## src/hdl/assert_macros.svh

```systemverilog
// Assertion macros shared by the RTL of the cavity population update block.
// Depends on nothing; included by files that carry concurrent checks.
`ifndef ASSERT_MACROS_SVH
`define ASSERT_MACROS_SVH
// check a property on every rising clk edge outside reset
`define ASSERT_CLK(label, prop, msg) \
  label: assert property (@(posedge clk) disable iff (!rst_n) (prop)) else $error(msg);
// check a property including reset cycles
`define ASSERT_ALWAYS(label, prop, msg) \
  label: assert property (@(posedge clk) (prop)) else $error(msg);
`endif

```

## src/hdl/cpu_pkg.sv

```systemverilog
// Package for the cavity population update block: types and constants.
// Depends on nothing.
`default_nettype none
package cpu_pkg;
  localparam logic [1:0] MODE_UPDATE = 2'd0;
  localparam logic [1:0] MODE_SAMPLE = 2'd1;
  localparam logic [1:0] MODE_CLEAR  = 2'd2;
  localparam logic [1:0] CFG_ENERGY  = 2'd0;
  localparam logic [1:0] CFG_BROAD   = 2'd1;
  localparam logic [1:0] CFG_SCALE   = 2'd2;
  localparam logic signed [31:0] ONE_Q24 = 32'sd16777216;
  localparam logic signed [39:0] SUM_MAX = {1'b0, {39{1'b1}}};
  localparam logic signed [39:0] SUM_MIN = {1'b1, {39{1'b0}}};
  localparam int QW = 33;  // quotient bits kept (value capped at 2^32)

  typedef struct packed {
    logic        start;
    logic [39:0] ma;
    logic [39:0] mb;
  } div_req_t;

  typedef struct packed {
    logic        done;
    logic [32:0] qa;
    logic [32:0] qb;
  } div_rsp_t;
endpackage
`default_nettype wire

```

## src/hdl/cpu_recip.sv

```systemverilog
// Restoring divider that forms rounded |m|*2^48/D for both parts of 1/S,
// one quotient bit per cycle per part. Depends on cpu_pkg.
`default_nettype none
`include "assert_macros.svh"
module cpu_recip (
  input  wire logic              clk,
  input  wire logic              rst_n,
  input  wire cpu_pkg::div_req_t req,
  output cpu_pkg::div_rsp_t      rsp
);
  import cpu_pkg::*;

  // Quotient >= 2^32 saturates anyway, so only low 33 bits plus overflow matter.
  // Numerator N = m*2^49 + D (below 2^89), divisor 2D. We do long division
  // over bits 127..0 but note upper quotient bits collapse into a sticky cap.
  // Squares are built from three 20x20 partial products.
  localparam int NW = 128;
  localparam int DW = 81;  // 2D fits in 81 bits
  localparam int HW = 20;  // half width of a magnitude

  logic [1:0]      phase_r, phase_nxt;   // idle, square, load, divide
  logic [6:0]      bit_r, bit_nxt;
  logic [1:0]      step_r;
  logic [39:0]     ma_r, mb_r;
  logic [79:0]     sqa_r, sqb_r;
  logic [DW-1:0]   d2_r;
  logic [NW-1:0]   na_r, nb_r;
  logic [DW:0]     ra_r, rb_r, ra_nxt, rb_nxt;
  logic [QW-1:0]   qa_r, qb_r;
  logic            capa_r, capb_r;
  logic            done_r;
  logic [DW:0]     ra_sh, rb_sh;
  logic            ra_ge, rb_ge;
  logic [HW-1:0]   opa_x, opa_y, opb_x, opb_y;
  logic [2*HW-1:0] pa, pb;
  logic [79:0]     pa_sh, pb_sh;
  logic [80:0]     dsum;

  localparam logic [1:0] PH_IDLE = 2'd0;
  localparam logic [1:0] PH_SQ   = 2'd1;
  localparam logic [1:0] PH_LD   = 2'd2;
  localparam logic [1:0] PH_DIV  = 2'd3;

  // pick the partial product of this squaring step
  always_comb begin
    opa_x = (step_r == 2'd0) ? ma_r[HW-1:0] : ma_r[2*HW-1:HW];
    opa_y = (step_r == 2'd2) ? ma_r[2*HW-1:HW] : ma_r[HW-1:0];
    opb_x = (step_r == 2'd0) ? mb_r[HW-1:0] : mb_r[2*HW-1:HW];
    opb_y = (step_r == 2'd2) ? mb_r[2*HW-1:HW] : mb_r[HW-1:0];
    pa    = opa_x * opa_y;
    pb    = opb_x * opb_y;
    unique case (step_r)
      2'd0: begin
        pa_sh = 80'(pa);
        pb_sh = 80'(pb);
      end
      2'd1: begin
        pa_sh = 80'(pa) << (HW + 1);
        pb_sh = 80'(pb) << (HW + 1);
      end
      default: begin
        pa_sh = 80'(pa) << (2 * HW);
        pb_sh = 80'(pb) << (2 * HW);
      end
    endcase
    dsum = 81'(sqa_r) + 81'(sqb_r);
  end

  // shift in next numerator bit and trial subtract
  always_comb begin
    ra_sh  = {ra_r[DW-1:0], na_r[bit_r]};
    rb_sh  = {rb_r[DW-1:0], nb_r[bit_r]};
    ra_ge  = ra_sh >= {1'b0, d2_r};
    rb_ge  = rb_sh >= {1'b0, d2_r};
    ra_nxt = ra_ge ? ra_sh - {1'b0, d2_r} : ra_sh;
    rb_nxt = rb_ge ? rb_sh - {1'b0, d2_r} : rb_sh;
    phase_nxt = phase_r;
    bit_nxt   = bit_r;
    unique case (phase_r)
      PH_IDLE: if (req.start) phase_nxt = PH_SQ;
      PH_SQ:   if (step_r == 2'd2) phase_nxt = PH_LD;
      PH_LD: begin
        phase_nxt = PH_DIV;
        bit_nxt   = 7'd127;
      end
      PH_DIV: begin
        bit_nxt = bit_r - 7'd1;
        if (bit_r == 7'd0) phase_nxt = PH_IDLE;
      end
    endcase
  end

  // control state
  always_ff @(posedge clk) begin
    if (!rst_n) begin
      phase_r <= PH_IDLE;
      done_r  <= 1'b0;
    end else begin
      phase_r <= phase_nxt;
      done_r  <= (phase_r == PH_DIV) && (bit_r == 7'd0);
    end
  end

  // datapath: latch, square, load, then one bit a cycle
  always_ff @(posedge clk) begin
    bit_r <= bit_nxt;
    unique case (phase_r)
      PH_IDLE: begin
        ma_r   <= req.ma;
        mb_r   <= req.mb;
        sqa_r  <= '0;
        sqb_r  <= '0;
        step_r <= 2'd0;
      end
      PH_SQ: begin
        sqa_r  <= sqa_r + pa_sh;
        sqb_r  <= sqb_r + pb_sh;
        step_r <= step_r + 2'd1;
      end
      PH_LD: begin
        d2_r   <= {dsum[79:0], 1'b0};
        na_r   <= ({88'd0, ma_r} << 49) + NW'(dsum);
        nb_r   <= ({88'd0, mb_r} << 49) + NW'(dsum);
        ra_r   <= '0;
        rb_r   <= '0;
        qa_r   <= '0;
        qb_r   <= '0;
        capa_r <= 1'b0;
        capb_r <= 1'b0;
      end
      PH_DIV: begin
        ra_r   <= ra_nxt;
        rb_r   <= rb_nxt;
        qa_r   <= {qa_r[QW-2:0], ra_ge};
        qb_r   <= {qb_r[QW-2:0], rb_ge};
        capa_r <= capa_r | qa_r[QW-1];
        capb_r <= capb_r | qb_r[QW-1];
      end
    endcase
  end

  // cap quotient at 2^32
  logic [QW-1:0] qa_cap, qb_cap;
  localparam logic [QW-1:0] QCAP = {1'b1, {(QW-1){1'b0}}};
  always_comb begin
    qa_cap = (capa_r || qa_r > QCAP) ? QCAP : qa_r;
    qb_cap = (capb_r || qb_r > QCAP) ? QCAP : qb_r;
  end

  assign rsp.done = done_r;
  assign rsp.qa   = qa_cap;
  assign rsp.qb   = qb_cap;

  `ASSERT_CLK(a_done_after_div, rsp.done |-> $past(phase_r) == PH_DIV, "done without divide")
  `ASSERT_CLK(a_no_start_busy, (phase_r != PH_IDLE) |-> !req.start, "start while dividing")
  `ASSERT_CLK(a_rem_bound, (phase_r == PH_DIV) |-> ra_r < {1'b0, d2_r} || bit_r == 7'd127,
              "remainder out of range")
endmodule
`default_nettype wire

```

## config.mk

```make
export PLATFORM = sky130hd
export DESIGN_NAME = cpu_recip
export DESIGN_NICKNAME = d
export VERILOG_FILES = /design/src/hdl/cpu_pkg.sv /design/src/hdl/cpu_recip.sv
export VERILOG_INCLUDE_DIRS = /design/src /design/src/hdl
export SDC_FILE = /design/constraint.sdc
export NUM_CORES = 2
export LEC_CHECK = 0
export BUFFER_PORTS_ARGS = -buffer_cell sky130_fd_sc_hd__buf_2
export CAP_MARGIN = 10
export CORE_MARGIN = 3
export CORE_UTILIZATION = 30
export CTS_BUF_LIST = sky130_fd_sc_hd__clkbuf_8
export CTS_CLUSTER_DIAMETER = 40
export DETAILED_ROUTE_END_ITERATION = 10
export PLACE_DENSITY_LB_ADDON = 0.15
export SETUP_SLACK_MARGIN = 0.02
export SLEW_MARGIN = 20
export SYNTH_ARGS = -nofsm -noshare
export SYNTH_HDL_FRONTEND = slang
export SYNTH_SLANG_ARGS = --single-unit
export TNS_END_PERCENT = 5
```

## constraint.sdc

```tcl
create_clock -name clk -period 11.65 [get_ports clk]
set_clock_uncertainty 0.05 [all_clocks]
set_input_delay 0 -clock clk [delete_from_list [all_inputs] [get_ports clk]]
set_output_delay 0 -clock clk [all_outputs]
set_load 0.05 [all_outputs]
```

==> impl_metrics.yaml <==
clocking:
  root_buffer: "clkbuf_8"
  path_clk_slew_ns: 0.06
  cts_buffer_depth: 3
  htreeDepth: 4
  clock-sinks: 644
  cts_tree: "yes"
  insertion_delay_ns: 0.96
  cts_buffers: 169
drt:
  vias: 69150
  ant_nets: 0
  drc: 0
  post_drt_wl_per_cell_um: 23.6
  via_per_inst: 5.25
  dr.pass1.iters: 6
  wirelength_um: 311000
  drt_iter0_drc: 5364
sta:
  relSlewSlack: 0.224
  fmax_mhz: 88.8
  setup_tns_ns: 0
  setup_slack_ns: 0.391
  maxSlewViolCount: 0
  min_period_over_period: 0.966
  rsz0062_at_grt: "yes"
  finalSetupViolations: 0
  finalCriticalPeriod_ns: 11.26
  worst_slew_pin_slew_ns: 1.16
  finalHoldViolCount: 0
logic_synthesis:
  synthMuxAreaShare: 0.0390
  synth-simple-area-share: 0.159
  seq_area_frac_synth: 0.241
  yosysTopAreaCell: "edfxtp_1"
  synth.distinct_cells: 87
  ys_warn_count: 0
  synth_top_family_by_area: "adder cells"
  synth_top_area_share: 0.241
  synthesis.nets: 10415
  ys_ff_latch: 644
  synth-compound-area-share: 0.161
  syn_avg_cell_area_um2: 8.98
  synth-adder-area-share: 0.283
  synth_top_flop_cell: "edfxtp_1"
  synth-xor-area-share: 0.0536
  yosys-top-cells-area: "edfxtp_1, fa_1, ha_1, nor2_1, inv_1"
  synthCells: 8912
  synth_area_um2: 80000
  synth_enable_flop_cells: 641
  async_flop_share: 0
setup_path:
  crit_buf_inv: 11
  critPathMaxStageDelay_ns: 0.58
  critPathKind: "register to register"
  crit_family: "adder cells"
  arrival_ns: 11.84
  startpoint_type: "register"
  cp.required_ns: 12.23
  end_kind: "register"
  crit_fanout: 7
  crit_slowest_cell: "fa_1"
global_routing:
  grt-ovfl-total: 0
  grt.total_usage: 0.224
  grt_pass1_vias: 70015
  grt_max_degree: 127
  grt_pass1_wl_um: 461000
  antenna_found_initial: 17
floorplanning:
  die_x_um: 522
  die_y_um: 522
  core_area_um2: 264000
  start_util: 0.303
  pin_count: 150
  fp-row-count: 188
  die_area_um2: 273000
run:
  maxCapViolCount: 0
worst_hold_path:
  min_path_type: "input pin to register"
final_layout:
  final_nets: 11013
  drive_gt1_frac: 0.116
  area_delta_synth_final_pct: 16.9
  fin_util: 0.354
placed_design:
  hpwlAfterDp_um: 254000
  place_worst_setup_slack_ns: -0.573
  gp_congestion: 0.944
  portBuffers: 149
status:
  status: "completed"
## flip-flops by register name, summed over array words and instances, names as in the netlist, 2 cells and up
name / count
d2_r: 80
mb_r: 40
sqa_r: 80
sqb_r: 80
nb_r: 41
ma_r: 40
na_r: 41
rb_r: 81
ra_r: 81
qa_r: 33
step_r: 2
phase_r: 2
bit_r: 7
qb_r: 33
## layout make-up
cell class / instances / area [um^2]
Clock inverter: 133 / 1310
Inverter: 965 / 3630
Tap cell: 3515 / 4400
Antenna cell: 11 / 27.5
Multi-Input combinational cell: 6924 / 56200
Timing Repair Buffer: 806 / 6320
Clock buffer: 171 / 2350
Fill cell: 27442 / 170000
Sequential cell: 644 / 19300
## per-layer routing
layer,vias to the layer above,track usage,share of wire
met5,-,0,0
met4,0,0.0688,0.033
met3,420,0.0282,0.051
met2,1962,0.362,0.46
met1,34714,0.312,0.46
li1,32054,-,-
## final timing paths
check / from / end / slack, ns / depth (start not counted)
worst max-delay path: step_r[0]$_SDFFCE_PN0P_ / sqb_r[77]$_SDFFCE_PN0P_ / 0.39 / 42
worst max register to register: step_r[0]$_SDFFCE_PN0P_ / sqb_r[77]$_SDFFCE_PN0P_ / 0.39 / 42
worst min-delay path: req[1] / mb_r[1]$_DFFE_PP_ / 0.25 / 3
worst min register to register: rb_r[54]$_SDFFCE_PN0P_ / rb_r[55]$_SDFFCE_PN0P_ / 0.51 / 2
## Yosys cell counts (242+ instances only)
cell / number
inv_1: 965
nor2_1: 1035
nand2_1: 720
a21oi_1: 645
a21o_1: 335
and2_1: 242
clkbuf_1: 329
fa_1: 647
xnor2_1: 299
edfxtp_1: 641
o21ai_0: 334
ha_1: 773
## placed cells by master, fill, tap and decap left out, drive strengths merged, types with 66 or more instances in the layout
master       instances
xor2               191
and2               243
o21ai              338
o21bai             116
nand2              720
nand3              163
nor2              1035
nand2b              80
mux2                73
a21oi              646
buf                641
fa                 647
dlygate4sd3        165
o21a                67
nor3                93
a21o               335
mux2i              158
inv               1012
nor2b               87
xnor2              299
and3                66
edfxtp             641
nand4              115
ha                 773
clkbuf             171
## kinds of logic (layout without fill, tap and decap cells)
group	count (synthesis)	count (layout)
simple gates	2759	2759
fa+ha+maj	1420	1420
xor+xnor	490	490
flops	644	644
other cells	0	11
mux	263	263
buf+inv	1344	2075
compound gates	1992	1992
## worst reg2reg max path, delay by kind of cell (launching register included)
family / cells / cell delay, ns
AO/OA/AOI/OAI: 14 / 3.23
XOR/XNOR: 2 / 0.67
adder cells (fa/ha/maj): 10 / 4.44
buffers and inverters: 11 / 1.47
flip-flops: 1 / 0.42
multiplexers: 1 / 0.33
AND/OR/NAND/NOR: 4 / 0.38
## through the flow
stage,cells,hold slack [ns],instance area (um^2)
floorplan,8912,0.0489,80000
global placement,12672,0.127,87600
detailed placement,12672,0.128,87600
CTS,13144,0.164,93100
global route,13159,0.206,93500
finish,13169,0.248,93500
## repair_timing
action                     CTS  global route
resized for setup           22            64
hold endpoints to repair    83             0
hold buffers               165             0
pin swaps                    1            15
buffers inserted             3            16
gates cloned                 0             0
setup endpoints to repair   21            64
Power is not shown: default switching activity piles up to over one toggle a cycle in this logic, so the estimate is an artifact.
